<file path="config.mk">
export PLATFORM = sky130hd
export DESIGN_NAME = vision_frame_steering_control
export DESIGN_NICKNAME = d
export VERILOG_FILES = /design/src/rtl/vfsc_pkg.sv /design/src/rtl/vfsc_cordic.sv /design/src/rtl/vision_frame_steering_control.sv
export VERILOG_INCLUDE_DIRS = /design/src /design/src/rtl
export SDC_FILE = /design/constraint.sdc
export NUM_CORES = 2
export LEC_CHECK = 0
export BUFFER_PORTS_ARGS = -buffer_cell sky130_fd_sc_hd__clkbuf_2
export CAP_MARGIN = 20
export CORE_MARGIN = 3
export CORE_UTILIZATION = 66
export CTS_CLUSTER_DIAMETER = 200
export DETAILED_ROUTE_END_ITERATION = 16
export PLACE_DENSITY_LB_ADDON = 0.3
export SLEW_MARGIN = 30
export SYNTH_ARGS = -nofsm -noshare
export SYNTH_HDL_FRONTEND = slang
export SYNTH_SLANG_ARGS = --single-unit
</file>
<file path="constraint.sdc">
create_clock -name clk -period 13.6 [get_ports clk]
set_clock_uncertainty 0.2 [all_clocks]
set_input_delay 2.04 -clock clk [delete_from_list [all_inputs] [get_ports clk]]
set_output_delay 2.04 -clock clk [all_outputs]
set_load 0.03 [all_outputs]
</file>
<file path="src/rtl/vision_frame_steering_control_assert.svh">
// Assertion macros for the steering block
`ifndef VISION_FRAME_STEERING_CONTROL_ASSERT_SVH
`define VISION_FRAME_STEERING_CONTROL_ASSERT_SVH
// Implication checked on every clock edge outside reset
`define VFS_ASSERT(lbl, ante, cons, msg) \
	lbl: assert property (@(posedge clk) disable iff (!arst_n) (ante) |-> (cons)) \
		else $error(msg);
// Implication whose consequent is checked in the cycle after the antecedent
`define VFS_ASSERT_NEXT(lbl, ante, cons, msg) \
	lbl: assert property (@(posedge clk) disable iff (!arst_n) (ante) |=> (cons)) \
		else $error(msg);
`endif

</file>
<file path="src/rtl/vfsc_pkg.sv">
// ----------------------------------------------------------------------------
// vfsc_pkg: shared types and constants
// Widths, codes and the arctangent table of the steering block.
// ----------------------------------------------------------------------------
`default_nettype none
package vfsc_pkg;
	localparam int CordicSteps = 16;
	localparam int StepW = $clog2(CordicSteps + 1);
	localparam int CordW = 44;
	localparam logic [1:0] ACT_BYTE  = 2'd0;
	localparam logic [1:0] ACT_TURN  = 2'd1;
	localparam logic [1:0] ACT_SPEED = 2'd2;
	localparam logic [2:0] REG_MIN_CONF = 3'd0;
	localparam logic [2:0] REG_HEAD_GAIN = 3'd1;
	localparam logic [2:0] REG_CT_DRIVE = 3'd2;
	localparam logic [2:0] REG_CT_ERR = 3'd3;
	localparam logic [2:0] REG_SOFT = 3'd4;
	localparam logic [2:0] REG_DAMP = 3'd5;
	localparam logic [2:0] REG_GYRO_NEG = 3'd6;
	localparam logic [2:0] REG_MAX_DRIVE = 3'd7;
	localparam logic [7:0] HEAD_BYTE = 8'hA5;
	localparam logic [7:0] TAIL_BYTE = 8'h5A;

	typedef struct packed {
		logic                start;
		logic signed [7:0]   err;
		logic [8:0]          den;
		logic [15:0]         gain;
	} cordic_req_t;

	function automatic logic signed [14:0] atan_q14(input logic [StepW-1:0] i);
		logic signed [14:0] v;
		case (i)
			0: v = 15'sd12868;
			1: v = 15'sd7596;
			2: v = 15'sd4014;
			3: v = 15'sd2037;
			4: v = 15'sd1023;
			5: v = 15'sd512;
			6: v = 15'sd256;
			7: v = 15'sd128;
			8: v = 15'sd64;
			9: v = 15'sd32;
			10: v = 15'sd16;
			11: v = 15'sd8;
			12: v = 15'sd4;
			13: v = 15'sd2;
			14: v = 15'sd1;
			default: v = 15'sd0;
		endcase
		return v;
	endfunction
endpackage
`default_nettype wire

</file>
<file path="src/rtl/vfsc_cordic.sv">
// ----------------------------------------------------------------------------
// vfsc_cordic: iterative vectoring CORDIC
// One shift-add step per cycle; returns the angle in signed Q4.14 radians.
// ----------------------------------------------------------------------------
`default_nettype none
module vfsc_cordic (
	input  wire logic                 clk,
	input  wire logic                 arst_n,
	input  wire vfsc_pkg::cordic_req_t req,
	output logic                      done,
	output logic signed [17:0]        angle
);
	import vfsc_pkg::*;
	`include "vision_frame_steering_control_assert.svh"

	logic                     busy_q;
	logic [StepW-1:0]         step_q;
	logic signed [CordW-1:0]  x_q, y_q;
	logic signed [17:0]       z_q;
	logic                     done_q;
	logic signed [CordW-1:0]  xs, ys;
	logic signed [14:0]       at;
	logic signed [24:0]       y_seed;

	// arithmetic shift of a signed value is a floor shift
	assign xs = x_q >>> step_q;
	assign ys = y_q >>> step_q;
	assign at = atan_q14(step_q);
	assign y_seed = 25'(req.err) * 25'($signed({1'b0, req.gain}));

	// x seed and y seed: y is err*gain (8x16 multiply, done once)
	always_ff @(posedge clk or negedge arst_n) begin
		if (!arst_n) begin
			busy_q <= 1'b0;
			done_q <= 1'b0;
			step_q <= '0;
		end else begin
			done_q <= 1'b0;
			if (req.start) begin
				busy_q <= 1'b1;
				step_q <= '0;
			end else if (busy_q) begin
				if (step_q == StepW'(CordicSteps - 1)) begin
					busy_q <= 1'b0;
					done_q <= 1'b1;
				end
				step_q <= step_q + 1'b1;
			end
		end
	end

	always_ff @(posedge clk) begin
		if (req.start) begin
			x_q <= CordW'({req.den, 16'd0});
			y_q <= CordW'(y_seed);
			z_q <= '0;
		end else if (busy_q) begin
			if (!y_q[CordW-1]) begin
				x_q <= x_q + ys;
				y_q <= y_q - xs;
				z_q <= z_q + 18'(at);
			end else begin
				x_q <= x_q - ys;
				y_q <= y_q + xs;
				z_q <= z_q - 18'(at);
			end
		end
	end

	assign done  = done_q;
	assign angle = z_q;

	`VFS_ASSERT_NEXT(a_done_pulse, done_q, !done_q, "done held more than one cycle")
	`VFS_ASSERT(a_busy_step, busy_q, step_q < StepW'(CordicSteps), "step overran")
	`VFS_ASSERT(a_no_restart, busy_q, !req.start, "start while busy")
endmodule
`default_nettype wire

</file>
<file path="src/rtl/vision_frame_steering_control.sv">
// ----------------------------------------------------------------------------
// vision_frame_steering_control: vision frame parser and Stanley steering
// Parses 7-byte camera frames and computes a saturated turn drive.
// ----------------------------------------------------------------------------
// channel | direction | handshake       | payload
// in      | input     | in_valid/stall  | action, rx_byte, gyro_rate, requested_speed
// out     | output    | out_valid/stall | turn_drive, target_speed, frame_accepted,
//         |           |                 | vision_valid
// cfg     | input     | cfg_we          | cfg_index, cfg_data
//
// A byte or speed item, or a turn item while vision is not valid, goes from
// accept through the FIN state to OUT. A turn item with valid vision runs 16
// CORDIC steps in the shared shift-add unit, a done handoff, the MAC0, MAC1
// and MAC2 states on one shared multiplier and a round and saturate state (FIN).
// Reset returns the parser to the head hunt, clears held values, loads
// register defaults. The input is stalled while an item is in work or its
// result is still held.
`default_nettype none
module vision_frame_steering_control (
	input  wire logic               clk,
	input  wire logic               arst_n,
	input  wire logic               in_valid,
	output logic                    in_stall,
	input  wire logic [1:0]         action,
	input  wire logic [7:0]         rx_byte,
	input  wire logic signed [15:0] gyro_rate,
	input  wire logic signed [15:0] requested_speed,
	output logic                    out_valid,
	input  wire logic               out_stall,
	output logic signed [15:0]      turn_drive,
	output logic [4:0]              target_speed,
	output logic                    frame_accepted,
	output logic                    vision_valid,
	input  wire logic               cfg_we,
	input  wire logic [2:0]         cfg_index,
	input  wire logic [17:0]        cfg_data
);
	import vfsc_pkg::*;
	`include "vision_frame_steering_control_assert.svh"

	localparam logic [2:0] ST_IDLE = 3'd0;
	localparam logic [2:0] ST_CORD = 3'd1;
	localparam logic [2:0] ST_MAC0 = 3'd2;
	localparam logic [2:0] ST_MAC1 = 3'd3;
	localparam logic [2:0] ST_MAC2 = 3'd4;
	localparam logic [2:0] ST_FIN  = 3'd5;
	localparam logic [2:0] ST_OUT  = 3'd6;

	// configuration registers
	logic [6:0]  min_conf_q;
	logic [15:0] head_gain_q, ct_err_q, damp_q;
	logic [17:0] ct_drive_q;
	logic [7:0]  soft_q;
	logic        gyro_neg_q;
	logic [14:0] max_drive_q;

	always_ff @(posedge clk or negedge arst_n) begin
		if (!arst_n) begin
			min_conf_q <= 7'd50;
			head_gain_q <= 16'd819;
			ct_drive_q <= 18'd66560;
			ct_err_q <= 16'd8520;
			soft_q <= 8'd10;
			damp_q <= 16'd307;
			gyro_neg_q <= 1'b0;
			max_drive_q <= 15'd520;
		end else if (cfg_we) begin
			case (cfg_index)
				REG_MIN_CONF: min_conf_q <= cfg_data[6:0];
				REG_HEAD_GAIN: head_gain_q <= cfg_data[15:0];
				REG_CT_DRIVE: ct_drive_q <= cfg_data;
				REG_CT_ERR: ct_err_q <= cfg_data[15:0];
				REG_SOFT: soft_q <= cfg_data[7:0];
				REG_DAMP: damp_q <= cfg_data[15:0];
				REG_GYRO_NEG: gyro_neg_q <= cfg_data[0];
				REG_MAX_DRIVE: max_drive_q <= cfg_data[14:0];
				default: ;
			endcase
		end
	end

	// frame storage and held vision values
	logic [7:0]        fb_q [1:5];
	logic [2:0]        pos_q;
	logic signed [7:0] herr_q, hslope_q;
	logic [6:0]        hconf_q;
	logic [4:0]        hspd_q;

	logic [2:0]               state_q;
	logic [1:0]               act_q;
	logic [7:0]               rx_q;
	logic signed [16:0]       gyro_q;
	logic signed [15:0]       req_q;
	logic signed [47:0]       acc_q;
	logic signed [15:0]       drive_q;
	logic [4:0]               tgt_q;
	logic                     facc_q;

	logic valid_now;
	assign valid_now = {1'b0, hconf_q} >= {1'b0, min_conf_q};

	// frame check on the byte held in rx_q
	logic [7:0]        sum8;
	logic signed [7:0] e_cl, s_cl;
	logic [6:0]        c_cl;
	logic [4:0]        v_cl;
	logic              frame_ok;
	assign sum8 = fb_q[1] + fb_q[2] + fb_q[3] + fb_q[4];
	assign frame_ok = (pos_q == 3'd6) && (rx_q == TAIL_BYTE) && (sum8 == fb_q[5]);
	always_comb begin
		e_cl = $signed(fb_q[1]);
		if (e_cl > 8'sd100) e_cl = 8'sd100;
		if (e_cl < -8'sd100) e_cl = -8'sd100;
		s_cl = $signed(fb_q[2]);
		if (s_cl > 8'sd100) s_cl = 8'sd100;
		if (s_cl < -8'sd100) s_cl = -8'sd100;
		c_cl = (fb_q[3] > 8'd100) ? 7'd100 : fb_q[3][6:0];
		v_cl = (fb_q[4] > 8'd30) ? 5'd30 : fb_q[4][4:0];
	end

	// shared CORDIC unit
	cordic_req_t        creq;
	logic               cdone;
	logic signed [17:0] cangle;
	logic [8:0]         den;
	// widen den: (spd+soft) can reach 9 bits
	assign den = 9'(soft_q) + 9'((hspd_q == 5'd0) ? 5'd1 : hspd_q);

	always_comb begin
		creq.start = (state_q == ST_IDLE) && in_valid && (action == ACT_TURN) && valid_now;
		creq.err   = herr_q;
		creq.den   = den;
		creq.gain  = ct_err_q;
	end

	vfsc_cordic u_cordic (
		.clk   (clk),
		.arst_n(arst_n),
		.req   (creq),
		.done  (cdone),
		.angle (cangle)
	);

	// shared multiplier: one product per MAC cycle
	logic signed [18:0] mul_a;
	logic signed [18:0] mul_b;
	logic signed [37:0] mul_p;
	always_comb begin
		case (state_q)
			ST_MAC0: begin
				mul_a = 19'(hslope_q);
				mul_b = $signed({3'b0, head_gain_q});
			end
			ST_MAC1: begin
				mul_a = cangle[17] ? {1'b1, cangle} : {1'b0, cangle};
				mul_b = $signed({1'b0, ct_drive_q});
			end
			ST_MAC2: begin
				mul_a = 19'(gyro_q);
				mul_b = $signed({3'b0, damp_q});
			end
			default: begin
				mul_a = '0;
				mul_b = '0;
			end
		endcase
		mul_p = mul_a * mul_b;
	end

	logic signed [47:0] rnd;
	logic signed [25:0] r26;
	logic signed [25:0] lim;
	assign rnd = acc_q + 48'sd2097152;
	assign r26 = rnd[47:22];
	assign lim = $signed({11'd0, max_drive_q});

	logic in_acc, out_acc;
	assign in_stall = (state_q != ST_IDLE);
	assign in_acc = in_valid && !in_stall;
	assign out_acc = out_valid && !out_stall;

	always_ff @(posedge clk or negedge arst_n) begin
		if (!arst_n) begin
			state_q <= ST_IDLE;
			pos_q <= 3'd0;
			herr_q <= '0;
			hslope_q <= '0;
			hconf_q <= '0;
			hspd_q <= '0;
			act_q <= ACT_BYTE;
		end else begin
			case (state_q)
				ST_IDLE: if (in_acc) begin
					// hold the item; a turn with valid vision starts the CORDIC at once
					act_q <= action;
					state_q <= (action == ACT_TURN && valid_now) ? ST_CORD : ST_FIN;
				end
				ST_CORD: if (cdone) state_q <= ST_MAC0;
				ST_MAC0: state_q <= ST_MAC1;
				ST_MAC1: state_q <= ST_MAC2;
				ST_MAC2: state_q <= ST_FIN;
				ST_FIN: begin
					// advance the parser on a byte item
					if (act_q == ACT_BYTE) begin
						case (pos_q)
							3'd0: if (rx_q == HEAD_BYTE) pos_q <= 3'd1;
							3'd1, 3'd2, 3'd3, 3'd4, 3'd5: pos_q <= pos_q + 3'd1;
							default: pos_q <= 3'd0;
						endcase
						if (frame_ok) begin
							hconf_q <= c_cl;
							if (c_cl < min_conf_q) begin
								herr_q <= '0;
								hslope_q <= '0;
								hspd_q <= '0;
							end else begin
								herr_q <= e_cl;
								hslope_q <= s_cl;
								hspd_q <= v_cl;
							end
						end
					end
					state_q <= ST_OUT;
				end
				ST_OUT: if (out_acc) state_q <= ST_IDLE;
				default: state_q <= ST_IDLE;
			endcase
		end
	end

	always_ff @(posedge clk) begin
		if (in_acc) begin
			rx_q <= rx_byte;
			gyro_q <= gyro_neg_q ? -17'(gyro_rate) : 17'(gyro_rate);
			req_q <= requested_speed;
			drive_q <= '0;
			tgt_q <= '0;
			facc_q <= 1'b0;
			acc_q <= '0;
		end
		case (state_q)
			ST_MAC0: acc_q <= 48'(mul_p) <<< 14;
			ST_MAC1: acc_q <= acc_q + 48'(mul_p);
			ST_MAC2: acc_q <= acc_q - (48'(mul_p) <<< 14);
			ST_FIN: begin
				if (act_q == ACT_BYTE) begin
					facc_q <= frame_ok;
					if (pos_q >= 3'd1 && pos_q <= 3'd5) fb_q[pos_q] <= rx_q;
				end
				if (act_q == ACT_TURN && valid_now) begin
					if (r26 > lim) drive_q <= 16'(lim);
					else if (r26 < -lim) drive_q <= 16'(-lim);
					else drive_q <= 16'(r26);
				end
				if (act_q == ACT_SPEED && valid_now && hspd_q != 5'd0 && req_q > 16'sd0)
					tgt_q <= (req_q > 16'sd30) ? 5'd30 : req_q[4:0];
			end
			default: ;
		endcase
	end

	assign out_valid = (state_q == ST_OUT);
	assign turn_drive = drive_q;
	assign target_speed = tgt_q;
	assign frame_accepted = facc_q;
	assign vision_valid = valid_now;

	`VFS_ASSERT(a_busy_stall, out_valid, in_stall, "input open while result pending")
	`VFS_ASSERT(a_accept_byte, out_valid && frame_accepted, act_q == ACT_BYTE,
		"frame flag on non-byte item")
	`VFS_ASSERT(a_pos_range, 1'b1, pos_q <= 3'd6, "parser position out of range")
	`VFS_ASSERT_NEXT(a_cord_done, state_q == ST_CORD && cdone, state_q == ST_MAC0,
		"sequencer missed CORDIC done")
endmodule
`default_nettype wire

</file>
# [After elaboration in Yosys (flattened, before gate mapping)]
# Memories as Yosys holds them, arrays and structs flattened.
# Index checks and enable logic that the tools add are counted.
# Widths: inputs -> output; s select.
[totals] inputBits=68 ramBits=40 ff_bits=357 word_cells=188 rom_bits=224 out_inout_bits=25 n_memories=2
[op_classes] eq_ne=30 magnitude_cmp=14 reduce_logical=37 n_mul=2 mux=55 shift=2 add_sub_neg=17
[memory_table] memory="(name not given)" depth=16 word_bits=14 rd=1 rd_ports_with_merged_regs=0 write_ports=0 line_no="vfsc_pkg.sv:33" rtl="case (i)"
[memory_table] memory="fb_q" depth=5 word_bits=8 rd=5 rd_ports_with_merged_regs=0 write_ports=1 line_no="vision_frame_steering_control.sv:83" rtl="logic [7:0] fb_q [1:5];"
[ops] cell="$mux 44" n=4
[ops] cell="$pmux 48 s3" n=1
[ops] cell="$add 44x44->44" n=2
[ops] cell="$sshr 44x5->44" n=2
[ops] cell="$sub 44x44->44" n=2
[ops] cell="$mux 16" n=5
[ops] cell="$pmux 19 s3" n=1
[ops] cell="$pmux 18 s3" n=1
[ops] cell="$mux 25" n=2
[ops] cell="$add 48x23->48 const B" n=1
[ops] cell="$add 48x38->48" n=1
[ops] cell="$mux 48" n=1
[ops] cell="$mux 8" n=6
[ops] cell="$sub 48x48->48" n=1
[ops] cell="$mux 5" n=9
[ops] cell="$mul 19x19->38" n=1
[ops] cell="$eq 3x3->1 const B" n=10
[ops] cell="$gt 26x16->1" n=1
[ops] cell="$lt 26x26->1" n=1
[ops] cell="$neg 15->26" n=1
[ops] cell="$mul 8x17->25" n=1
[ops] cell="$add 8x8->8" n=3
[ops] cell="$pmux 3 s7" n=1
[ops] cell="$mux 19" n=1
[ops] cell="other kinds (45)" n=98

# [Longest topological paths before layout]
# An unclocked memory read counts as a cell.
[depth] word_depth=8 depth_mapped=42 mapped_depth_nobuf=40

# [By module]
# From an unflattened synthesis, not the netlist that was laid out.
[hier_totals] cells_unflattened=6142 hier_area_um2=54663.7
[modules_own_cells] mod="vision_frame_steering_control" area_each_um2=31829.3 n_inst=1 cells_per_inst=3445 seq_area_each_um2=7672.4
[modules_own_cells] mod="vfsc_cordic" area_each_um2=22834.4 n_inst=1 cells_per_inst=2697 seq_area_each_um2=2827.7

# [Worst setup path before layout]
# Ideal clock, no wire load.
[synth_timing] path_type="reg-to-reg" start="register state_q[0]" end="register acc_q[45] (data pin)" arrival_ns=9.782 setup_time_ns=0.275 synth_period_minus_slack_ns=10.257 n_path_buf=4 slack_ns=3.343 stages_incl_launch_ff=41 t_required_ns=13.125 cell_sequence="dfrtp_1 clkbuf_1 buf_1 buf_1 mux2i_1 o21ai_1 clkbuf_1 nand2_1 fa_1 inv_1 fa_1 inv_1 fa_1 inv_1 fa_1 fa_1 inv_1 fa_1 (+5 left out) o21ai_0 a31oi_1 a211oi_1 a31oi_1 o21ai_0 nor4_1 nor3_1 ha_1 a21oi_1 nor2b_1 o21ai_0 nand2b_1 a21oi_1 nor2b_1 a311oi_1 a31oi_1 xnor2_1 o221ai_1"
[synth_via] elab_chain_len=5 word_cells_on_any_way=9 cone_classes="2 x add/sub; 1 x mul; 3 x eq/ne; 3 x mux"
[synth_lines] item="from (decl)" line_no="vision_frame_steering_control.sv:89" rtl="logic [2:0] state_q;"
[synth_lines] item="from (signal assigned)" line_no="vision_frame_steering_control.sv:196" rtl="state_q <= (action == ACT_TURN && valid_now) ? ST_CORD : ST_FIN;"
[synth_lines] item="$eq 3x3->1 / $eq 3x2->1 (equally long branches)" line_no="vision_frame_steering_control.sv:149, vision_frame_steering_control.sv:241"
[synth_lines] item="$pmux 19 s3 / $pmux 18 s3 (equally long branches)" line_no="vision_frame_steering_control.sv:149" rtl="case (state_q)"
[synth_lines] item="$mul 19x19->38" line_no="vision_frame_steering_control.sv:167" rtl="mul_p = mul_a * mul_b;"
[synth_lines] item="$sub 48x48->48 / $add 48x38->48 (equally long branches)" line_no="vision_frame_steering_control.sv:244, vision_frame_steering_control.sv:243"
[synth_lines] item="$pmux 48 s3 (*)" line_no="vision_frame_steering_control.sv:241" rtl="case (state_q)"
[synth_lines] item="to (signal assigned)" line_no="vision_frame_steering_control.sv:242" rtl="ST_MAC0: acc_q <= 48'(mul_p) <<< 14;"
[synth_lines] item="to (signal assigned)" line_no="vision_frame_steering_control.sv:243" rtl="ST_MAC1: acc_q <= acc_q + 48'(mul_p);"
[synth_lines] item="to (signal assigned)" line_no="vision_frame_steering_control.sv:244" rtl="ST_MAC2: acc_q <= acc_q - (48'(mul_p) <<< 14);"
[synth_lines] item="to (decl)" line_no="vision_frame_steering_control.sv:94" rtl="logic signed [47:0] acc_q;"
# Mark *: on every way between the ends. The rest lies on a longest branch, timed or not.
# A chain may end at the register's enable or synchronous reset.

# [Worst setup path in the final report]
[layout_timing] start="register state_q[0]" end="register acc_q[47] (data pin)"
# Same word-level chain as after synthesis.

==> flow_metrics.tcl <==
set metrics [dict create \
    arrival_ns 12.07 \
    cts_root_buf "clkbuf_16" \
    numCtsBuffers 47 \
    initial_core_util_pct 66.75 \
    synthArstFlopShare_pct 35.26 \
    antenna_found_initial 4 \
    status "finished clean" \
    n_fill_cell 6339 \
    routed_wl_mm 162.1 \
    clk_pin_slew_ns 0.06 \
    end_kind "flop" \
    cap_violations 0 \
    cts_resized 0 \
    cp_max_fo 34 \
    insertion_delay_ns 0.64 \
    antenna_left 0 \
    setup-violations-final 0 \
    wl_per_cell_um 23.05 \
    core_um2 80680 \
    via_count 45660 \
    yosysSeqAreaShare_pct 19.50 \
    fin_area_um2 56690 \
    instances_no_fill 7031 \
    syn_area_per_cell_um2 9.003 \
    die_h_um 291.7 \
    clock.fmax_mhz 83.76 \
    worstSetupPathType "flop to flop" \
    io_buffers 92 \
    holdBufCountCts 0 \
    grtUsageTotal_pct 38.20 \
    drt_iter0_drc 4060 \
    path_buf_inv 7 \
    cts.sinks 397 \
    hold-worst-slack_ns 0.2460 \
    post-route-period-util_pct 87.78 \
    finalSetupTns_ns 0 \
    slew_viol_final 0 \
    synth-seq-cells 397 \
    final_common_cell "inv_1" \
    num_rows 104 \
    die_w_um 291.7 \
    hold_viol 0 \
    synth_nets 6919 \
    grt_pass1_vias 46190 \
    synth-edff-count 182 \
    critPathTopFamily "compound AO/OA/AOI/OAI gates" \
    clockBufferDepth 3 \
    area_growth_pct 5.274 \
    critPathSlowestCell "dfrtp_4" \
    via_per_inst 6.494 \
    drive_gt1_share_pct 9.906 \
    worstMarginPinSlew_ns 1.090 \
    ios 93 \
    synth_area_um2 53850 \
    dp_cells 6936 \
    grt-ovfl-total 0 \
    slew_headroom_pct 26.72 \
    final_cell_mix "inv_1 (714), nand2_1 (571), nor2_1 (469)" \
    grt_max_degree 72 \
    cts_setup_buffers 0 \
    htree_levels 2 \
    cts_tree "yes" \
    synthDistinctLibCells 102 \
    netlist_instances 5982 \
    critPathRequiredTime_ns 13.74 \
    gp_congestion 1.055 \
    num-nets-final 6864 \
    synthFlopType "edfxtp_1" \
    ys_warn_count 0 \
    cp_slowest_stage_delay_ns 0.69 \
    grt_pass1_wl_mm 256.3 \
    hold_path_class "flop to flop" \
    start_kind "flop" \
    rsz0062_at_grt "false" \
    post_dp_cell_area_um2 54960 \
    layout_min_cycle_time_ns 11.94 \
    drcViolationCount 0 \
    die_area_um2 85060 \
    drtPass1Iterations 6 \
    hpwl_mm 125.3 \
]
[sequential cells by signal, summed over array words and instances (netlist names), 15 cells and up]
name	flops
acc_q	48
ct_drive_q	18
ct_err_q	16
damp_q	16
fb_q	40
gyro_q	17
head_gain_q	16
max_drive_q	15
req_q	16
turn_drive	16
u_cordic.angle	18
u_cordic.x_q	44
u_cordic.y_q	44
[layout make-up]
| cell class | count | area [um2] | area share [%] |
|---|---|---|---|
| antenna | 5 | 12.51 | 0.02207 |
| clock buffer | 61 | 1344 | 2.370 |
| clock inverter | 27 | 306.5 | 0.5407 |
| inverter | 720 | 2705 | 4.771 |
| multi-input combinational | 4608 | 39520 | 69.70 |
| sequential | 397 | 10520 | 18.55 |
| tap | 1060 | 1326 | 2.339 |
| timing repair buffer | 153 | 964.7 | 1.702 |
[synth_stat cells (75+ instances only)]
cell | n | area share, %
inv_1 | 717 | 5.0
nand2_1 | 574 | 4.0
nor2_1 | 472 | 3.3
fa_1 | 442 | 16
ha_1 | 427 | 9.9
a21oi_1 | 323 | 3.0
o21ai_0 | 273 | 2.5
xnor2_1 | 229 | 3.7
edfxtp_1 | 182 | 10
clkbuf_1 | 165 | 1.2
mux2i_1 | 165 | 3.1
mux2_2 | 143 | 3.0
xor2_1 | 143 | 2.3
a21o_1 | 133 | 1.9
and2_1 | 121 | 1.4
mux4_2 | 120 | 5.0
dfrtp_1 | 116 | 5.4
o21a_1 | 93 | 1.3
nor3_1 | 85 | 0.79
nand3_1 | 80 | 0.74
dfxtp_1 | 75 | 2.8
[routing by layer]
| layer | routed length, um | up-vias | track usage [%] |
|---|---|---|---|
| met1 | 60460 | 22330 | 47.09 |
| met3 | 14170 | 594 | 7.324 |
| met5 | 16 | - | 0 |
| met4 | 11080 | 2 | 21.79 |
| met2 | 76330 | 2133 | 63.27 |
| li1 | - | 20600 | - |
[cells by family after synthesis]
group	count (synthesis)	synth area share [%]
buffers and inverters	977	7.244
AO/OA/AOI/OAI	1246	14.80
multiplexers	434	11.35
flip-flops	397	19.50
XOR/XNOR	372	6.050
adder cells (fa/ha/maj)	869	26.35
AND/OR/NAND/NOR	1687	14.70
[worst reg2reg max path: cells and delay by family, from the launching register on]
family / cells / cell delay (ns)
buffers and inverters: 7 / 0.73
AOI/OAI and AO/OA: 14 / 4.04
DFF: 1 / 0.69
xor gates and xnor gates: 3 / 0.77
adders and majority gates: 8 / 3.87
and+or+nand+nor: 6 / 1.38
[worst paths after layout]
| path | slack [ns] | to | startpoint | depth (start not counted) |
|---|---|---|---|---|
| min reg2reg | 0.25 | turn_drive[7] | turn_drive[7] | 2 |
| max in group asynchronous | 10.85 | ct_err_q[6] | arst_n | 3 |
| min | 0.25 | turn_drive[7] | turn_drive[7] | 2 |
| max | 1.66 | acc_q[47] | state_q[0] | 38 |
| max reg2reg | 1.66 | acc_q[47] | state_q[0] | 38 |
| min in group asynchronous | 1.23 | max_drive_q[10] | arst_n | 1 |
[through the flow]
step                util (%)  worst slack [ns]
floorplan                  -             3.343
global placement       68.10             2.098
detailed placement     68.13             1.743
CTS                    70.17             1.725
global route           70.27             1.168
finish                 70.27             1.661
Power is not shown: default switching activity piles up to over one toggle a cycle in this logic, so the estimate is an artifact.
